**src/rtl/ltdvd_pkg.sv**
```systemverilog
package ltdvd_pkg;

  // Lead-byte masks of the compressed-integer code.
  localparam logic [7:0] MultiByteBit = 8'h80;
  localparam logic [7:0] FourByteBit  = 8'h40;
  localparam logic [7:0] TwoByteMask  = 8'h3f;
  localparam logic [7:0] FourByteMask = 8'h1f;
  localparam logic [7:0] EscapeByte   = 8'hff;

  // Bytes still owed after a lead byte.
  localparam logic [2:0] TwoByteTail    = 3'd1;
  localparam logic [2:0] FourByteTail   = 3'd3;
  localparam logic [2:0] EscapeByteTail = 3'd4;

  // Which value of the table is expected next.
  typedef enum logic [1:0] {
    PH_COUNT  = 2'd0,
    PH_SOURCE = 2'd1,
    PH_MACH   = 2'd2,
    PH_DONE   = 2'd3
  } phase_e;

  // Result of shifting one byte into the value assembler.
  typedef struct packed {
    logic        done;
    logic [31:0] value;
    logic [2:0]  rem;
    logic [31:0] partial;
  } varint_t;

  // One decoded line-table entry.
  typedef struct packed {
    logic [31:0] source;
    logic [31:0] machine;
    logic        last;
  } entry_t;

endpackage

```
**src/rtl/ltdvd_varint.sv**
```systemverilog
module ltdvd_varint (
  input  logic [2:0]             rem_i,
  input  logic [31:0]            partial_i,
  input  logic [7:0]             byte_i,
  output ltdvd_pkg::varint_t     res_o
);

  logic [31:0] shifted;

  assign shifted = {partial_i[23:0], byte_i};

  // Decode a lead byte or append a continuation byte.
  always_comb begin
    res_o.done    = 1'b0;
    res_o.value   = shifted;
    res_o.rem     = rem_i;
    res_o.partial = partial_i;
    if (rem_i == 3'd0) begin
      if ((byte_i & ltdvd_pkg::MultiByteBit) == 8'h00) begin
        res_o.done  = 1'b1;
        res_o.value = {24'd0, byte_i};
      end else if ((byte_i & ltdvd_pkg::FourByteBit) == 8'h00) begin
        res_o.partial = {24'd0, byte_i & ltdvd_pkg::TwoByteMask};
        res_o.rem     = ltdvd_pkg::TwoByteTail;
      end else if (byte_i != ltdvd_pkg::EscapeByte) begin
        res_o.partial = {24'd0, byte_i & ltdvd_pkg::FourByteMask};
        res_o.rem     = ltdvd_pkg::FourByteTail;
      end else begin
        res_o.partial = 32'd0;
        res_o.rem     = ltdvd_pkg::EscapeByteTail;
      end
    end else begin
      res_o.partial = shifted;
      res_o.rem     = rem_i - 3'd1;
      res_o.done    = (rem_i == 3'd1);
    end
  end

endmodule

```
**src/rtl/ltdvd_outreg.sv**
```systemverilog
module ltdvd_outreg (
  input  logic                clk_i,
  input  logic                rst_ni,
  input  logic                load_i,
  input  ltdvd_pkg::entry_t   entry_i,
  output logic                ready_o,
  output logic                valid_o,
  input  logic                stall_i,
  output ltdvd_pkg::entry_t   entry_o
);

  logic              vld_q, vld_d;
  ltdvd_pkg::entry_t entry_q, entry_d;

  // The register takes a new beat when it is empty or being drained.
  assign ready_o = !vld_q || !stall_i;

  always_comb begin
    vld_d   = vld_q;
    entry_d = entry_q;
    if (ready_o) begin
      vld_d = load_i;
      if (load_i) begin
        entry_d = entry_i;
      end
    end
  end

  always_ff @(posedge clk_i or negedge rst_ni) begin
    if (!rst_ni) begin
      vld_q <= 1'b0;
    end else begin
      vld_q <= vld_d;
    end
  end

  always_ff @(posedge clk_i) begin
    entry_q <= entry_d;
  end

  assign valid_o = vld_q;
  assign entry_o = entry_q;

endmodule

```
**src/rtl/line_table_delta_varint_decoder_unit.sv**
```systemverilog
// Line-table delta decoder: one byte of a compressed-integer line table per beat.
// Input channel: in_valid_i / in_stall_o carry data_byte_i and restart_i. A beat
// with restart_i set begins a new table; running offsets, count and any partly
// assembled value are cleared before that byte is used.
// Output channel: out_valid_o / out_stall_i carry one entry (source_offset_o,
// machine_offset_o, last_entry_o) for each completed pair of deltas. The first
// value of a table is the entry count; a count of zero or less gives no entry,
// and bytes after the final entry are dropped until the next restart.
// Throughput is one byte per cycle while the receiver does not stall. A byte
// is first captured in the input register, then decoded into the result
// register. The path between the two registers holds the 32-bit add of the
// machine offset; the source offset is summed into a held register first.
// Reset empties both registers and starts in the state that expects a count.
// When the receiver stalls, the entry holds in the result register; the byte
// behind it waits in the input register and in_stall_o rises only while both
// registers are full.
module line_table_delta_varint_decoder_unit (
  input  logic               clk_i,
  input  logic               rst_ni,
  input  logic               in_valid_i,
  output logic               in_stall_o,
  input  logic [7:0]         data_byte_i,
  input  logic               restart_i,
  output logic               out_valid_o,
  input  logic               out_stall_i,
  output logic signed [31:0] source_offset_o,
  output logic signed [31:0] machine_offset_o,
  output logic               last_entry_o
);

  // Input register.
  logic       in_vld_q, in_vld_d;
  logic [7:0] byte_q, byte_d;
  logic       restart_q, restart_d;

  // Decoder state.
  logic [2:0]        rem_q, rem_d;
  logic [31:0]       partial_q, partial_d;
  ltdvd_pkg::phase_e phase_q, phase_d;
  logic [30:0]       left_q, left_d;
  logic [31:0]       prev_src_q, prev_src_d;
  logic [31:0]       prev_mach_q, prev_mach_d;
  logic [31:0]       held_src_q, held_src_d;

  // State seen by the current byte, after a restart if one is asked for.
  logic [2:0]        rem_e;
  logic [31:0]       partial_e;
  ltdvd_pkg::phase_e phase_e;
  logic [30:0]       left_e;
  logic [31:0]       prev_src_e;
  logic [31:0]       prev_mach_e;

  ltdvd_pkg::varint_t vi;
  ltdvd_pkg::entry_t  entry_d, entry_q;
  logic               out_ready;
  logic               advance;
  logic               in_accept;
  logic               emit;
  logic [30:0]        left_dec;

  assign advance    = in_vld_q && out_ready;
  assign in_stall_o = in_vld_q && !out_ready;
  assign in_accept  = in_valid_i && !in_stall_o;

  // Input register loads on an accepted beat and empties when decoded.
  always_comb begin
    in_vld_d  = in_vld_q;
    byte_d    = byte_q;
    restart_d = restart_q;
    if (in_accept) begin
      in_vld_d  = 1'b1;
      byte_d    = data_byte_i;
      restart_d = restart_i;
    end else if (advance) begin
      in_vld_d = 1'b0;
    end
  end

  // A restart clears the state before the byte is used.
  always_comb begin
    if (restart_q) begin
      rem_e       = 3'd0;
      partial_e   = 32'd0;
      phase_e     = ltdvd_pkg::PH_COUNT;
      left_e      = 31'd0;
      prev_src_e  = 32'd0;
      prev_mach_e = 32'd0;
    end else begin
      rem_e       = rem_q;
      partial_e   = partial_q;
      phase_e     = phase_q;
      left_e      = left_q;
      prev_src_e  = prev_src_q;
      prev_mach_e = prev_mach_q;
    end
  end

  ltdvd_varint u_varint (
    .rem_i     (rem_e),
    .partial_i (partial_e),
    .byte_i    (byte_q),
    .res_o     (vi)
  );

  assign left_dec = left_e - 31'd1;

  // Walk the table: count, then source and machine deltas in turn.
  always_comb begin
    rem_d       = rem_q;
    partial_d   = partial_q;
    phase_d     = phase_q;
    left_d      = left_q;
    prev_src_d  = prev_src_q;
    prev_mach_d = prev_mach_q;
    held_src_d  = (advance && restart_q) ? 32'd0 : held_src_q;
    emit        = 1'b0;
    entry_d.source  = held_src_q;
    entry_d.machine = prev_mach_e + vi.value;
    entry_d.last    = (left_dec == 31'd0);
    if (advance) begin
      rem_d       = rem_e;
      partial_d   = partial_e;
      phase_d     = phase_e;
      left_d      = left_e;
      prev_src_d  = prev_src_e;
      prev_mach_d = prev_mach_e;
      if (phase_e != ltdvd_pkg::PH_DONE) begin
        rem_d     = vi.rem;
        partial_d = vi.partial;
        if (vi.done) begin
          unique case (phase_e)
            ltdvd_pkg::PH_COUNT: begin
              if (vi.value == 32'd0 || vi.value[31]) begin
                phase_d = ltdvd_pkg::PH_DONE;
              end else begin
                left_d  = vi.value[30:0];
                phase_d = ltdvd_pkg::PH_SOURCE;
              end
            end
            ltdvd_pkg::PH_SOURCE: begin
              held_src_d = prev_src_e + vi.value;
              phase_d    = ltdvd_pkg::PH_MACH;
            end
            ltdvd_pkg::PH_MACH: begin
              emit        = 1'b1;
              prev_mach_d = entry_d.machine;
              prev_src_d  = held_src_q;
              left_d      = left_dec;
              phase_d     = entry_d.last ? ltdvd_pkg::PH_DONE : ltdvd_pkg::PH_SOURCE;
            end
            default: begin
              phase_d = ltdvd_pkg::PH_DONE;
            end
          endcase
        end
      end
    end
  end

  always_ff @(posedge clk_i or negedge rst_ni) begin
    if (!rst_ni) begin
      in_vld_q    <= 1'b0;
      rem_q       <= 3'd0;
      partial_q   <= 32'd0;
      phase_q     <= ltdvd_pkg::PH_COUNT;
      left_q      <= 31'd0;
      prev_src_q  <= 32'd0;
      prev_mach_q <= 32'd0;
      held_src_q  <= 32'd0;
    end else begin
      in_vld_q    <= in_vld_d;
      rem_q       <= rem_d;
      partial_q   <= partial_d;
      phase_q     <= phase_d;
      left_q      <= left_d;
      prev_src_q  <= prev_src_d;
      prev_mach_q <= prev_mach_d;
      held_src_q  <= held_src_d;
    end
  end

  always_ff @(posedge clk_i) begin
    byte_q    <= byte_d;
    restart_q <= restart_d;
  end

  ltdvd_outreg u_outreg (
    .clk_i   (clk_i),
    .rst_ni  (rst_ni),
    .load_i  (emit),
    .entry_i (entry_d),
    .ready_o (out_ready),
    .valid_o (out_valid_o),
    .stall_i (out_stall_i),
    .entry_o (entry_q)
  );

  assign source_offset_o  = $signed(entry_q.source);
  assign machine_offset_o = $signed(entry_q.machine);
  assign last_entry_o     = entry_q.last;

endmodule

```
**config.mk**
```make
export PLATFORM = sky130hd
export DESIGN_NAME = line_table_delta_varint_decoder_unit
export DESIGN_NICKNAME = d
export VERILOG_FILES = /design/src/rtl/ltdvd_pkg.sv /design/src/rtl/ltdvd_varint.sv /design/src/rtl/ltdvd_outreg.sv /design/src/rtl/line_table_delta_varint_decoder_unit.sv
export SDC_FILE = /design/constraint.sdc
export NUM_CORES = 1
export LEC_CHECK = 0
export BUFFER_PORTS_ARGS = -buffer_cell sky130_fd_sc_hd__buf_2
export CAP_MARGIN = 15
export CORE_MARGIN = 5
export CORE_UTILIZATION = 55
export DETAILED_ROUTE_END_ITERATION = 10
export PLACE_DENSITY = 0.81
export SYNTH_ARGS = -nofsm -noshare
export SYNTH_HDL_FRONTEND = slang
export SYNTH_SLANG_ARGS = --single-unit
export TNS_END_PERCENT = 10
```
**constraint.sdc**
```tcl
create_clock -name clk_i -period 4.75 [get_ports clk_i]
set_clock_uncertainty 0.1 [all_clocks]
set_input_delay 0.2375 -clock clk_i [delete_from_list [all_inputs] [get_ports clk_i]]
set_output_delay 0.2375 -clock clk_i [all_outputs]
set_load 0.05 [all_outputs]
```
# Word-level counts from Yosys, hierarchy flattened
# Cells that the tools add are included.
word_totals:
  regBits: 240
  input_bits: 13
  out_inout_bits: 67
  word_cells: 82
classes:
  n_addsub: 4
  eq_ne: 5
  mux: 41
  n_reduce_logical: 18
ops:
  columns: ["operator", "count"]
  rows:
  - ["two-way mux 32 bit", 16]
  - ["two-way mux 35 bit", 4]
  - ["two-way mux 31 bit", 4]
  - ["adder 32 bit", 2]
  - ["one-hot mux 31 bit (2 select lines)", 1]
  - ["two-way mux 33 bit", 1]
  - ["logical NOT 32 bit", 1]
  - ["logical NOT 31 bit", 1]
  - ["subtractor 31 x 1 -> 31 bit, second input constant", 1]
  - ["logical NOT 8 bit", 2]
  - ["two-way mux 2 bit", 5]
  - ["inequality test 8 bit, second input constant", 1]
  - ["two-way mux 1 bit", 7]
  - ["two-way mux 3 bit", 2]
  - ["one-hot mux 2 bit (3 select lines)", 1]
  - ["logical AND 1 bit", 4]
  - ["logical NOT 1 bit", 4]
  - ["== test 3 x 1 -> 1 bit, second input constant", 1]
  - ["logical NOT 3 bit", 1]
  - ["subtractor 3 x 1 -> 3 bit, second input constant", 1]
  - ["== test 2 x 1 -> 1 bit, second input constant", 1]
  - ["== test 2 bit, second input constant", 1]
  - ["logical NOT 2 bit", 1]
  - ["logical OR 1 bit", 2]
  - ["other kinds (3)", 3]

# Depth between registers and ports, before layout
# Gate-level depths: netlist of run 1.
logic_depth:
  ltp_word: 9
  mapped_depth: 20
  ltp_nobuf: 16

# Cells and area by module
# Synthesis of run 1 repeated with hierarchy kept, for this count alone.
unflattened:
  cells_unflattened: 1609
  area_unflattened_um2: 15224.6
modules_own_cells:
  columns: ["mod", "n_inst", "cells_each", "area_per_inst_um2", "seq_area_each_um2"]
  rows:
  - ["line_table_delta_varint_decoder_unit", 1, 1430, 12435.7, 4399.2]
  - ["ltdvd_outreg", 1, 69, 1999.4, 1976.9]
  - ["ltdvd_varint", 1, 110, 789.5, 0.0]

# Least setup slack after synthesis of run 1
# Ideal clock, no wire load.
synth_timing:
  path_kind: "flip-flop to flip-flop"
  start: "register restart_q"
  end: "register prev_mach_q[12]"
  setup_time_ns: 0.080
  arrival_time_ns: 4.588
  t_required_ns: 4.570
  setup_slack_ns: -0.018
  stages_incl_launch_ff: 14
  path_buffers: 3
  period_less_slack_ns: 4.768
  cell_sequence: "edfxtp_1 inv_1 clkbuf_1 clkbuf_1 nand2_1 ha_1 nor2b_1 o21ai_0 nor2_1 nand2_1 clkinv_1 buf_1 o2111ai_1 nand3_1"
synth_between:
  elab_chain_len: 7
  elab_cells_between_ends: 15
  cone_classes: "add/sub: 1; eq/ne: 3; mux: 10; reduce/logical: 1"
synth_lines:
  columns: ["element", "line_no", "text"]
  rows:
  - ["start, declared", "line_table_delta_varint_decoder_unit.sv:34", "logic restart_q, restart_d;"]
  - ["start signal, assigned", "line_table_delta_varint_decoder_unit.sv:184", "restart_q <= restart_d;"]
  - ["two-way mux 3 bit / two-way mux 32 bit (equally long branches)", "line_table_delta_varint_decoder_unit.sv:81", "if (restart_q) begin"]
  - ["logical NOT 3 bit / two-way mux 33 bit (equally long branches)", "ltdvd_varint.sv:18, ltdvd_varint.sv:19", null]
  - ["two-way mux 32 bit", "ltdvd_varint.sv:18", "if (rem_i == 3'd0) begin"]
  - ["adder 32 bit", "line_table_delta_varint_decoder_unit.sv:118", "entry_d.machine = prev_mach_e + vi.value;"]
  - ["two-way mux 32 bit", "line_table_delta_varint_decoder_unit.sv:131", "unique case (phase_e)"]
  - ["two-way mux 32 bit", "line_table_delta_varint_decoder_unit.sv:130", "if (vi.done) begin"]
  - ["two-way mux 32 bit (*)", "line_table_delta_varint_decoder_unit.sv:127", "if (phase_e != ltdvd_pkg::PH_DONE) begin"]
  - ["end signal, assigned", "line_table_delta_varint_decoder_unit.sv:177", "prev_mach_q <= prev_mach_d;"]
  - ["end, declared", "line_table_delta_varint_decoder_unit.sv:42", "logic [31:0] prev_mach_q, prev_mach_d;"]
# Mark *: on every way between the ends. The rest lies on a longest branch, timed or not.
# A chain may end at the register's enable or synchronous reset.

==> results.txt, run 1 <==
----------------------------------------------------
[Die]
  Die area ... 29,300 sq um
  Row cnt ... just under 60
  Chip Width ... between 150 and 200 microns
  Height of the die ... between 150 and 200 microns
  Starting utilization of the core area ... between 50% and 60%
  Boundary pin count ... 80
  Area of the placeable core ... between 20,000 and 30,000 sq um

[Routing]
  Number of remaining DRC errors ... 0
  Total number of vias ... roughly 13,000
  Initial detailed-routing violation count ... roughly 1,500
  Number of antenna-violating nets in the routed design ... 0
  Vias per cell ... around 6.6
  Sum of routed wire length over all layers ... between 40 and 50 mm
  Detail-routed net length per standard cell ... around 23 microns
  Detailed-routing iteration count for the pre-antenna-repair pass ... 7

[Global route]
  Final global-route overflow total ... 0
  GRT Resource Usage Total ... 30.5%
  Largest net degree at the start of global routing ... 100
  Met3 Usage GRT ... under 10%
  Via count of the first global-routing pass ... about 13,000
  Most Used Layer, Global Route ... met2
  Met2 Track Usage GR ... approximately 48%
  Global-route wire length before repair ... about 71 mm
  Number of antenna violations at the first check in global routing ... 0
  Global routing met1 resource utilization ... between 40% and 50%

[Synthesis]
  Number of unique standard cell types used by synthesis ... 82
  Most used flip-flop cell after synthesis ... sky130_fd_sc_hd__dfrtp_1
  Cell types occupying the most area after synthesis ... sky130_fd_sc_hd__dfrtp_1, sky130_fd_sc_hd__edfxtp_1, sky130_fd_sc_hd__ha_1, sky130_fd_sc_hd__nand2_1, sky130_fd_sc_hd__o21ai_0
  Avg Synthesized Cell Area ... around 9 sq um
  Flip-flop and latch count after synthesis ... 232
  Synth top area share ... 27.6%
  FFs w/ async S/R, synth ... between 60% and 70%
  Part of the Yosys area used for sequential elements ... a little over two fifths
  Cell accounting for the most synthesized area ... sky130_fd_sc_hd__dfrtp_1
  Synthesized area ... 14,300 sq um
  EDFF count, synth ... 74
  Post-synthesis net count ... around 1,600
  Yosys synthesis warning count ... 0
  Number of instances in the synthesized netlist ... 1,563

[Worst setup path]
  Series of cell instances along the critical path ... inv_1 -> nand2_1 -> ha_1 -> nor2b_1 -> a21oi_1 -> buf_4 -> and2_1 -> ha_1 -> and2_1 -> nand3_1 -> nand3_1 -> o211a_1 -> or4b_1 -> a41oi_1 -> xnor2_1 -> a22o_1
  Maximum single-stage delay on the critical path ... approximately 0.6 ns
  Count of cells along the worst register-to-register path ... 16
  Critical Path Sink Type ... flip-flop
  Element type at the critical path start ... flip-flop
  Crit path kind ... reg2reg
  Slowest stage cell, crit path ... sky130_fd_sc_hd__or4b_1
  CP Max Fanout ... 32
  Worst reg-to-reg setup slack ... between 0.4 and 0.5 ns
  Required time at the endpoint of the critical path ... around 5.1 ns
  Arrival time at the worst endpoint ... between 4 and 5 ns
  Terminus of the critical flop-to-flop path ... prev_mach_q[28]
  Worst R2R Start ... restart_q

[Timing]
  Hold violation count in the final report ... 0
  Normalized max-slew margin ... 30.2%
  Final cycle utilization of the critical path ... roughly nine tenths
  Total Negative Setup Slacks ... 0 ns
  Final setup viols ... 0
  Total count of max-transition violations in the final report ... 0
  Post-route minimum period ... 4.35 ns
  Timing-limited maximum frequency ... roughly 0.23 GHz
  Unrepaired setup endpoints after global routing ... false
  Worst-Margin Slew ... between 1 and 1.5 ns

[Cells and area]
  Antenna diode count ... 0
  Commonest non-fill, non-tap cells in the layout ... sky130_fd_sc_hd__nand2_1, sky130_fd_sc_hd__dfrtp_1, sky130_fd_sc_hd__o21ai_0, sky130_fd_sc_hd__nor2_1, sky130_fd_sc_hd__a21oi_1
  Nets@finish ... between 1,500 and 2,000
  Fillcell total ... roughly 2,200
  Most common cell after layout, fill and taps aside ... sky130_fd_sc_hd__nand2_1
  End-of-flow core utilization ... 62.5%
  Synthesis-to-finish area growth ... 12.9%
  Share of final-layout standard cells stronger than drive strength 1 ... between 10% and 20%

[Placed design]
  IO Port Bufs ... a little under 80
  Gp weighted congestion ... between 1 and 1.5
  Detailed-placement wirelength estimate ... 32.1 mm

[Clock tree]
  Clock root buffer ... sky130_fd_sc_hd__clkbuf_16
  Number of buffers added by the clock tree synthesis step ... 26
  Maximum count of clock buffers along a single path ... 3
  Reg clk slew, reported paths ... approximately 0.060 ns
  Clock sink count ... about 230
  # H-tree levels ... 1
  Latest clock arrival within the worst-skew pair ... between 0.5 and 0.6 ns
  # Post-CTS Setup Buffers ... 0
  CTS tree ... built

[Job]
  Max-Cap Viols ... 0

[Pwr]
  VDD IR-drop max ... 0.345 mV
  Power Dens Cells ... ~450 nW/um^2
  Total power ... about 7000 uW
  Static leakage ... about 0.007 uW

[Hold path]
  Class of the tightest hold or removal check ... in2async

[Run status]
  Run status ... completed

----------------------------------------------------
state kept, by name, indices dropped and copies added (netlist names):
| register | flops |
|---|---|
| byte_q | 8 |
| prev_src_q | 32 |
| left_q | 31 |
| held_src_q | 32 |
| rem_q | 3 |
| u_outreg.valid_o | 1 |
| prev_mach_q | 32 |
| partial_q | 24 |
| restart_q | 1 |
| phase_q | 2 |
| u_outreg.entry_o | 65 |
| in_vld_q | 1 |
per-stage QoR:
| step | hold WS (ns) | cells | cell area (sq um) | setup WS, ns |
|---|---|---|---|---|
| 6_report | 0.255 | 1993 | 16200 | 0.401 |
| 5_1_grt | 0.327 | 1993 | 16200 | 0.0940 |
| 4_1_cts | 0.306 | 1993 | 16200 | 0.322 |
| 3_5_place_dp | 0.318 | 1933 | 15100 | 0.379 |
| 3_3_place_gp | 0.316 | 1933 | 15100 | 0.477 |
| 2_1_floorplan | -0.158 | 1563 | 14300 | 0.0410 |
synthesized netlist by cell type (all sizes together) (12+ instances only):
| master | instances |
|---|---|
| a21o | 15 |
| a21oi | 96 |
| a22o | 46 |
| a22oi | 21 |
| a31oi | 35 |
| and2 | 29 |
| and3 | 28 |
| buf | 16 |
| clkbuf | 61 |
| dfrtp | 158 |
| edfxtp | 74 |
| ha | 67 |
| inv | 41 |
| nand2 | 187 |
| nand2b | 12 |
| nand3 | 57 |
| nand4 | 14 |
| nor2 | 110 |
| nor2b | 72 |
| nor3 | 23 |
| nor4 | 18 |
| o211ai | 13 |
| o21a | 24 |
| o21ai | 125 |
| o22ai | 12 |
| o31ai | 17 |
| xnor2 | 33 |
| xor2 | 24 |
power by group:
part | switching (uW) | internal, uW | total (uW)
combinational | 1530 | 833 | 2360
sequential | 344 | 2300 | 2650
clock | 822 | 1370 | 2200
total | 2700 | 4510 | 7210
worst max path at each step:
stage | startpoint | to | slack [ns] | cells after the start
4_1_cts | restart_q | held_src_q[31] | 0.32 | 16
3_3_place_gp | restart_q | held_src_q[31] | 0.48 | 16
5_1_grt | restart_q | held_src_q[29] | 0.09 | 16
2_1_floorplan | restart_q | prev_mach_q[28] | 0.04 | 19
3_5_place_dp | restart_q | held_src_q[31] | 0.38 | 16
6_report | restart_q | prev_mach_q[28] | 0.40 | 16
logic make-up (layout without fill, tap and decap cells):
group                    after synthesis  in the layout  synth area share, %
AND/OR/NAND/NOR                      585            585                 20.4
AO/OA/AOI/OAI                        487            487                 22.5
flip-flops                           232            232                 43.2
buffers and inverters                120            215                 3.35
adder cells (fa/ha/maj)               69             69                 6.14
XOR/XNOR                              57             57                 3.49
multiplexers                          13             13                0.962
critical path, delay by kind of cell, from the launching register on:
family / cells / cell delay [ns]
xor gates and xnor gates: 1 / 0.12
adders and majority gates: 2 / 0.62
DFF: 1 / 0.38
AOI/OAI and AO/OA: 4 / 0.90
and+or+nand+nor: 7 / 1.65
buffers and inverters: 2 / 0.45
cell type report:
class                   instances  area [sq um]  share of cell area, %
inverters                      43           164                   1.01
well taps                     335           419                   2.59
clock inverters                12           204                   1.26
multi-input cells            1211          7670                   47.5
clock buffers                  35           716                   4.43
repair buffers                125           805                   4.98
flip-flops and latches        232          6180                   38.2
what timing repair did:
action / 4_1_cts / 5_1_grt
setup endpoints to repair: 0 / 2
resized for setup: 0 / 1
hold buffers: 13 / 0
endpoints found under the hold margin: 108 / 0
layer usage:
layer  routed length [microns]  up-vias
met3                      4050      135
met1                     18800     6331
li1                          -     5915
met4                      2370        0
met2                     20200      740
met5                         0        -
No activity file was read; power rests on OpenSTA's default activity.
==> inputs of run 2 (changes only) <==
--- a/config.mk
+++ b/config.mk
@@ -10,6 +10,7 @@
 export CORE_MARGIN = 5
 export CORE_UTILIZATION = 55
 export DETAILED_ROUTE_END_ITERATION = 10
+export MAX_ROUTING_LAYER = met4
 export PLACE_DENSITY = 0.81
 export SYNTH_ARGS = -nofsm -noshare
 export SYNTH_HDL_FRONTEND = slang
==> results.txt, run 2 (synthesis gave the netlist of run 1 again) <==
----------------------------------------------------
[Global route]
  Largest net degree at the start of global routing ... 124 (+24%)
  GRT Resource Usage Total ... 31.5% (+0.96 points)
  Via count of the first global-routing pass ... 12,500 (-0.73%)
  Final global-route overflow total ... 0 (unchanged)
  Global-route wire length before repair ... 71.0 mm (+0.40%)
  Number of antenna violations at the first check in global routing ... 0 (unchanged)

[Timing]
  Final cycle utilization of the critical path ... 93.5% (+1.9 points)
  Unrepaired setup endpoints after global routing ... false
  Post-route minimum period ... 4.44 ns (+0.0903 ns)
  Timing-limited maximum frequency ... 0.225 GHz (-2.0%)
  Worst-Margin Slew ... 1.07 ns (+0.0188 ns)
  Total count of max-transition violations in the final report ... 0 (unchanged)
  Hold violation count in the final report ... 0 (unchanged)
  Normalized max-slew margin ... 29.0% (-1.3 points)
  Total Negative Setup Slacks ... 0 ns (unchanged)
  Final setup viols ... 0 (unchanged)

[Clock tree]
  Reg clk slew, reported paths ... 0.06 ns (about the same)
  Clock sink count ... 232 (unchanged)
  CTS tree ... built
  Number of buffers added by the clock tree synthesis step ... 25 (-3.8%)
  Latest clock arrival within the worst-skew pair ... 0.53 ns (about the same)
  Clock root buffer ... sky130_fd_sc_hd__clkbuf_16
  Maximum count of clock buffers along a single path ... 3 (unchanged)
  # H-tree levels ... 1 (unchanged)

[Die]
  Height of the die ... 171 microns (unchanged)
  Boundary pin count ... 80 (unchanged)
  Area of the placeable core ... 25,800 sq um (unchanged)
  Starting utilization of the core area ... 55.4% (unchanged)
  Row cnt ... 59 (unchanged)
  Chip Width ... 171 microns (unchanged)
  Die area ... 29,300 sq um (unchanged)

[Placed design]
  Detailed-placement wirelength estimate ... 31.8 mm (-0.93%)
  Number of cells after detailed placement ... 1,929 (-0.21%)
  Gp weighted congestion ... 1.04 (+1.6%)
  IO Port Bufs ... 79 (unchanged)
  Placed Instance Area ... 15,100 sq um (-0.20%)

[Worst setup path]
  Crit path to ... prev_mach_q[29]
  Series of cell instances along the critical path ... inv_1 -> nand2_1 -> ha_1 -> nor2b_1 -> a21oi_1 -> buf_4 -> and2_1 -> ha_1 -> a21oi_1 -> o21ai_0 -> a22oi_1 -> inv_1 -> o31ai_1 -> o211ai_1 -> xor2_1 -> a22o_1
  Arrival time at the worst endpoint ... 4.75 ns (+0.07 ns)
  Terminus of the critical flop-to-flop path ... prev_mach_q[29]
  Crit path kind ... reg2reg
  Maximum single-stage delay on the critical path ... 0.61 ns (about the same)
  Worst reg-to-reg setup slack ... 0.31 ns (-0.09 ns)
  Element type at the critical path start ... flip-flop
  Buffering stage count on the worst path with inverters included ... 3 (+1)
  Count of cells along the worst register-to-register path ... 16 (unchanged)
  Worst R2R Start ... restart_q
  Required time at the endpoint of the critical path ... 5.06 ns (-0.03 ns)
  Worst setup path start ... restart_q
  Slowest stage cell, crit path ... sky130_fd_sc_hd__o31ai_1
  Number of stages on the worst setup path ... 16 (unchanged)
  CP delay by family, top ... compound AO/OA/AOI/OAI gates
  CP Max Fanout ... 32 (unchanged)
  Critical Path Sink Type ... flip-flop

[Routing]
  Number of antenna-violating nets in the routed design ... 0 (unchanged)
  Total number of vias ... 13,100 (-0.21%)
  Vias per cell ... 6.59 (about the same)
  Number of remaining DRC errors ... 0 (unchanged)
  Detailed-routing iteration count for the pre-antenna-repair pass ... 6 (-1)
  Sum of routed wire length over all layers ... 45.2 mm (-0.50%)
  Detail-routed net length per standard cell ... 22.7 microns (-0.20%)
  Initial detailed-routing violation count ... 1,663 (+10%)

[Cells and area]
  Nets@finish ... 1,716 (-0.29%)
  Number of flip-flops in the largest register ... 65 (unchanged)
  Synthesis-to-finish area growth ... 12.0%
  Share of final-layout standard cells stronger than drive strength 1 ... 10.4% (-0.14 points)
  Design area ... 16,000 sq um (-0.80%)
  Final instance count without filler cells ... 1,987 (-0.30%)
  Commonest non-fill, non-tap cells in the layout ... sky130_fd_sc_hd__nand2_1, sky130_fd_sc_hd__dfrtp_1, sky130_fd_sc_hd__o21ai_0, sky130_fd_sc_hd__nor2_1, sky130_fd_sc_hd__a21oi_1
  Most common cell after layout, fill and taps aside ... sky130_fd_sc_hd__nand2_1
  Antenna diode count ... 0 (unchanged)

[Pwr]
  Total power ... 6940 uW (-3.7%)
  VDD IR-drop max ... 0.282 mV (-18%)
  Static leakage ... 0.00694 uW (-1.1%)
  Power Dens Cells ... 433 nW/um^2 (-2.9%)

[Run status]
  Run status ... completed

[Job]
  Max-Cap Viols ... 0 (unchanged)

[Hold path]
  Class of the tightest hold or removal check ... in2async

----------------------------------------------------
-- run 2: worst min-delay path by stage --
stage                           end  cells past startpoint  slack [ns]    from
global placement    prev_mach_q[17]                      1        0.14  rst_ni
finish              prev_mach_q[17]                      2        0.14  rst_ni
floorplan             held_src_q[0]                      0       -0.16  rst_ni
detailed placement  prev_mach_q[17]                      1        0.15  rst_ni
global route        prev_mach_q[19]                      2        0.20  rst_ni
CTS                 prev_mach_q[17]                      2        0.16  rst_ni
-- run 2: where the power goes --
group	leakage, uW	switching [uW]	internal [uW]
clock	0.000388	800	1130
combinational	0.00376	1540	826
sequential	0.00280	341	2300
total	0.00694	2680	4260
-- run 2: layout make-up --
class,count,area [sq um]
inverters,43,164
flip-flops and latches,232,6180
fillers,2194,9810
well taps,335,419
clock buffers,38,746
repair buffers,121,774
multi-input cells,1211,7690
clock inverters,7,61.3
-- run 2: what timing repair did --
| item | 4_1_cts | 5_1_grt |
|---|---|---|
| buffers inserted | 0 | 0 |
| hold endpoints to repair | 65 | 0 |
| setup endpoints to repair | 0 | 5 |
| hold buffers | 13 | 0 |
| gates resized for setup | 0 | 3 |
-- run 2: per-stage QoR --
step,utilization (%),hold WS (ns),setup slack [ns]
floorplan,-,-0.158,0.0410
global placement,58.3,0.143,0.399
detailed placement,58.3,0.147,0.247
CTS,62.0,0.160,0.216
global route,62.0,0.202,0.0136
finish,62.0,0.145,0.310
-- run 2: metal layers --
layer | GRT usage, % | up-vias | share of wire [%] | routed length [microns]
li1 | - | 5900 | - | -
met1 | 43.6 | 6347 | 42 | 18900
met2 | 47.4 | 719 | 44 | 20100
met3 | 4.09 | 127 | 8.8 | 3960
met4 | 12.9 | 0 | 4.8 | 2170
met5 | - | - | 0 | 0
==> inputs of run 3 (changes only) <==
--- a/config.mk
+++ b/config.mk
@@ -7,6 +7,7 @@
 export LEC_CHECK = 0
 export BUFFER_PORTS_ARGS = -buffer_cell sky130_fd_sc_hd__buf_2
 export CAP_MARGIN = 15
+export CORE_ASPECT_RATIO = 1.1
 export CORE_MARGIN = 5
 export CORE_UTILIZATION = 55
 export DETAILED_ROUTE_END_ITERATION = 10
==> results.txt, run 3 (synthesis gave the netlist of run 1 again) <==
----------------------------------------------------
[Cells and area]
  Most common cell after layout, fill and taps aside ... sky130_fd_sc_hd__nand2_1
  End-of-flow core utilization ... 62.3% (+0.22 points)
  Synthesis-to-finish area growth ... 12.8%
  Share of final-layout standard cells stronger than drive strength 1 ... 10.4% (-0.042 points)
  Antenna diode count ... 0 (unchanged)
  Nets@finish ... 1,714 (-0.12%)
  Commonest non-fill, non-tap cells in the layout ... sky130_fd_sc_hd__nand2_1, sky130_fd_sc_hd__dfrtp_1, sky130_fd_sc_hd__o21ai_0, sky130_fd_sc_hd__nor2_1, sky130_fd_sc_hd__a21oi_1
  Number of flip-flops in the largest register ... 65 (unchanged)

[Clock tree]
  Clock sink count ... 232 (unchanged)
  # H-tree levels ... 1 (unchanged)
  CTS tree ... built
  Latest clock arrival within the worst-skew pair ... 0.53 ns (about the same)
  Reg clk slew, reported paths ... 0.07 ns (about the same)
  Clock root buffer ... sky130_fd_sc_hd__clkbuf_16
  Maximum count of clock buffers along a single path ... 3 (unchanged)
  Number of buffers added by the clock tree synthesis step ... 25 (unchanged)

[Worst setup path]
  Arrival time at the worst endpoint ... 4.70 ns (-0.05 ns)
  Crit path kind ... reg2reg
  Required time at the endpoint of the critical path ... 5.07 ns (about the same)
  Element type at the critical path start ... flip-flop
  CP Max Fanout ... 11 (-66%)
  Critical Path Sink Type ... flip-flop

[Die]
  Die area ... 29,300 sq um (about the same)
  Boundary pin count ... 80 (unchanged)
  Starting utilization of the core area ... 55.2% (-0.16 points)
  Row cnt ... 62 (+5.1%)
  Area of the placeable core ... 25,900 sq um (+0.28%)
  Chip Width ... 164 microns (-4.4%)
  Height of the die ... 179 microns (+4.6%)

[Pwr]
  VDD IR-drop max ... 0.378 mV (+34%)
  Power Dens Cells ... 442 nW/um^2 (+2.0%)
  Combinational power share ... 32.6% (-1.5 points)
  Switching power summed over all nets ... 2660 uW (-0.62%)
  Total power ... 7130 uW (+2.7%)
  Switching Share ... 37.4% (-1.2 points)
  Static leakage ... 0.00699 uW (+0.68%)
  Reg power frac ... 37.1% (-1.0 points)
  Internal power ... 4460 uW (+4.8%)
  Clock power share ... 30.3% (+2.5 points)

[Routing]
  Number of antenna-violating nets in the routed design ... 0 (unchanged)
  Sum of routed wire length over all layers ... 45.5 mm (+0.86%)
  Detailed-routing iteration count for the pre-antenna-repair pass ... 6 (unchanged)
  Vias per cell ... 6.53 (-0.87%)
  Initial detailed-routing violation count ... 1,287 (-23%)
  Detail-routed net length per standard cell ... 22.8 microns (+0.15%)
  Total number of vias ... 13,100 (-0.17%)
  Number of remaining DRC errors ... 0 (unchanged)

[Placed design]
  Gp weighted congestion ... 1.04 (about the same)
  Detailed-placement wirelength estimate ... 31.8 mm (about the same)
  IO Port Bufs ... 79 (unchanged)
  Worst setup slack after placement ... 0.362 ns (+0.115 ns)

[Global route]
  GRT Resource Usage Total ... 31.9% (+0.43 points)
  Global-route wire length before repair ... 71.8 mm (+1.1%)
  Via count of the first global-routing pass ... 12,600 (+0.94%)
  Largest net degree at the start of global routing ... 123 (-0.81%)
  Number of antenna violations at the first check in global routing ... 0 (unchanged)
  Final global-route overflow total ... 0 (unchanged)

[Run status]
  Run status ... completed

[Timing]
  Final setup viols ... 0 (unchanged)
  Normalized max-slew margin ... 29.9% (+0.87 points)
  Total count of max-transition violations in the final report ... 0 (unchanged)
  Hold Worst Slack ... 0.210 ns (+0.0649 ns)
  Unrepaired setup endpoints after global routing ... false
  Timing-limited maximum frequency ... 0.228 GHz (+1.4%)
  Post-route minimum period ... 4.38 ns (-0.0612 ns)
  Worst-Margin Slew ... 1.05 ns (-0.0169 ns)
  Final cycle utilization of the critical path ... 92.2% (-1.3 points)
  Hold violation count in the final report ... 0 (unchanged)
  Worst setup margin ... 0.372 ns (+0.0612 ns)
  Total Negative Setup Slacks ... 0 ns (unchanged)

[Hold path]
  Class of the tightest hold or removal check ... in2async

[Job]
  Max-Cap Viols ... 0 (unchanged)

----------------------------------------------------
-- run 3: changes by cell type in the layout (fill, tap and decap cells not counted), moves of 2 or more --
cell and change:
sky130_fd_sc_hd__clkinvlp_4 -2, sky130_fd_sc_hd__buf_4 -4, sky130_fd_sc_hd__clkinv_2 +2, sky130_fd_sc_hd__bufinv_16 +6, sky130_fd_sc_hd__clkbuf_8 -5, sky130_fd_sc_hd__clkbuf_1 -2
-- run 3: path summary, 6_finish.rpt --
kind / startpoint / to / slack, ns / depth (start not counted)
worst max-delay path: restart_q / prev_mach_q[28] / 0.37 / 16
worst min-delay path: rst_ni / prev_src_q[24] / 0.21 / 2
worst max register to register: restart_q / prev_mach_q[28] / 0.37 / 16
worst min register to register: held_src_q[3] / u_outreg.entry_o[36] / 0.37 / 0
max in group asynchronous: rst_ni / prev_src_q[25] / 3.25 / 3
min in group clk_i: data_byte_i[4] / byte_q[4] / 0.32 / 2
-- run 3: area by class of cell --
| class | instances | area, sq um |
|---|---|---|
| Clock inverter | 14 | 245 |
| Clock buffer | 30 | 644 |
| Multi-Input combinational cell | 1211 | 7680 |
| Sequential cell | 232 | 6180 |
| Inverter | 43 | 164 |
| Fill cell | 2215 | 9780 |
| Tap cell | 352 | 440 |
| Timing Repair Buffer | 119 | 783 |
-- run 3: power by group through the flow --
stage / Combinational [uW] / Clock (uW) / Sequential, uW
3_5_place_dp: 2230 / 0 / 2660
4_1_cts: 2250 / 2180 / 2620
3_3_place_gp: 2210 / 0 / 2650
5_1_grt: 2520 / 2270 / 2660
2_1_floorplan: 1700 / 0 / 2520
6_report: 2330 / 2160 / 2640
-- run 3: critical path, cell delays in order (launching register included) --
cell and delay, ns:
sky130_fd_sc_hd__edfxtp_1 0.45, sky130_fd_sc_hd__inv_1 0.15, sky130_fd_sc_hd__nand2_1 0.12, sky130_fd_sc_hd__ha_1 0.28, sky130_fd_sc_hd__nor2b_1 0.19, sky130_fd_sc_hd__a21oi_2 0.28
sky130_fd_sc_hd__buf_4 0.21, sky130_fd_sc_hd__and2_1 0.27, sky130_fd_sc_hd__ha_1 0.35, sky130_fd_sc_hd__o21a_1 0.21, sky130_fd_sc_hd__o211ai_1 0.25, sky130_fd_sc_hd__nor2_1 0.07
sky130_fd_sc_hd__o211a_1 0.13, sky130_fd_sc_hd__or4b_1 0.59, sky130_fd_sc_hd__a41oi_1 0.28, sky130_fd_sc_hd__xnor2_1 0.12, sky130_fd_sc_hd__a22o_1 0.21
-- run 3: through the flow --
| step | std cells | area (sq um) |
|---|---|---|
| after global routing | 2001 | 16100 |
| after detailed placement | 1942 | 15100 |
| after global placement | 1942 | 15100 |
| after CTS | 1999 | 16100 |
| after floorplan | 1563 | 14300 |
| final | 2001 | 16100 |
-- run 3: metal layers --
| layer | track usage, % | vias to the layer above | wire length [microns] | share of wire (%) |
|---|---|---|---|---|
| li1 | - | 5908 | - | - |
| met3 | 6.23 | 196 | 4480 | 9.8 |
| met5 | - | - | 0 | 0 |
| met4 | 14.7 | 0 | 2630 | 5.8 |
| met1 | 41.3 | 6215 | 18100 | 40 |
| met2 | 48.9 | 752 | 20300 | 45 |
-- run 3: what timing repair did --
item,CTS,global route
hold buffers,13,0
gates resized for setup,0,2
endpoints found under the hold margin,81,0
setup endpoints to repair,0,7
setup buffers,0,0
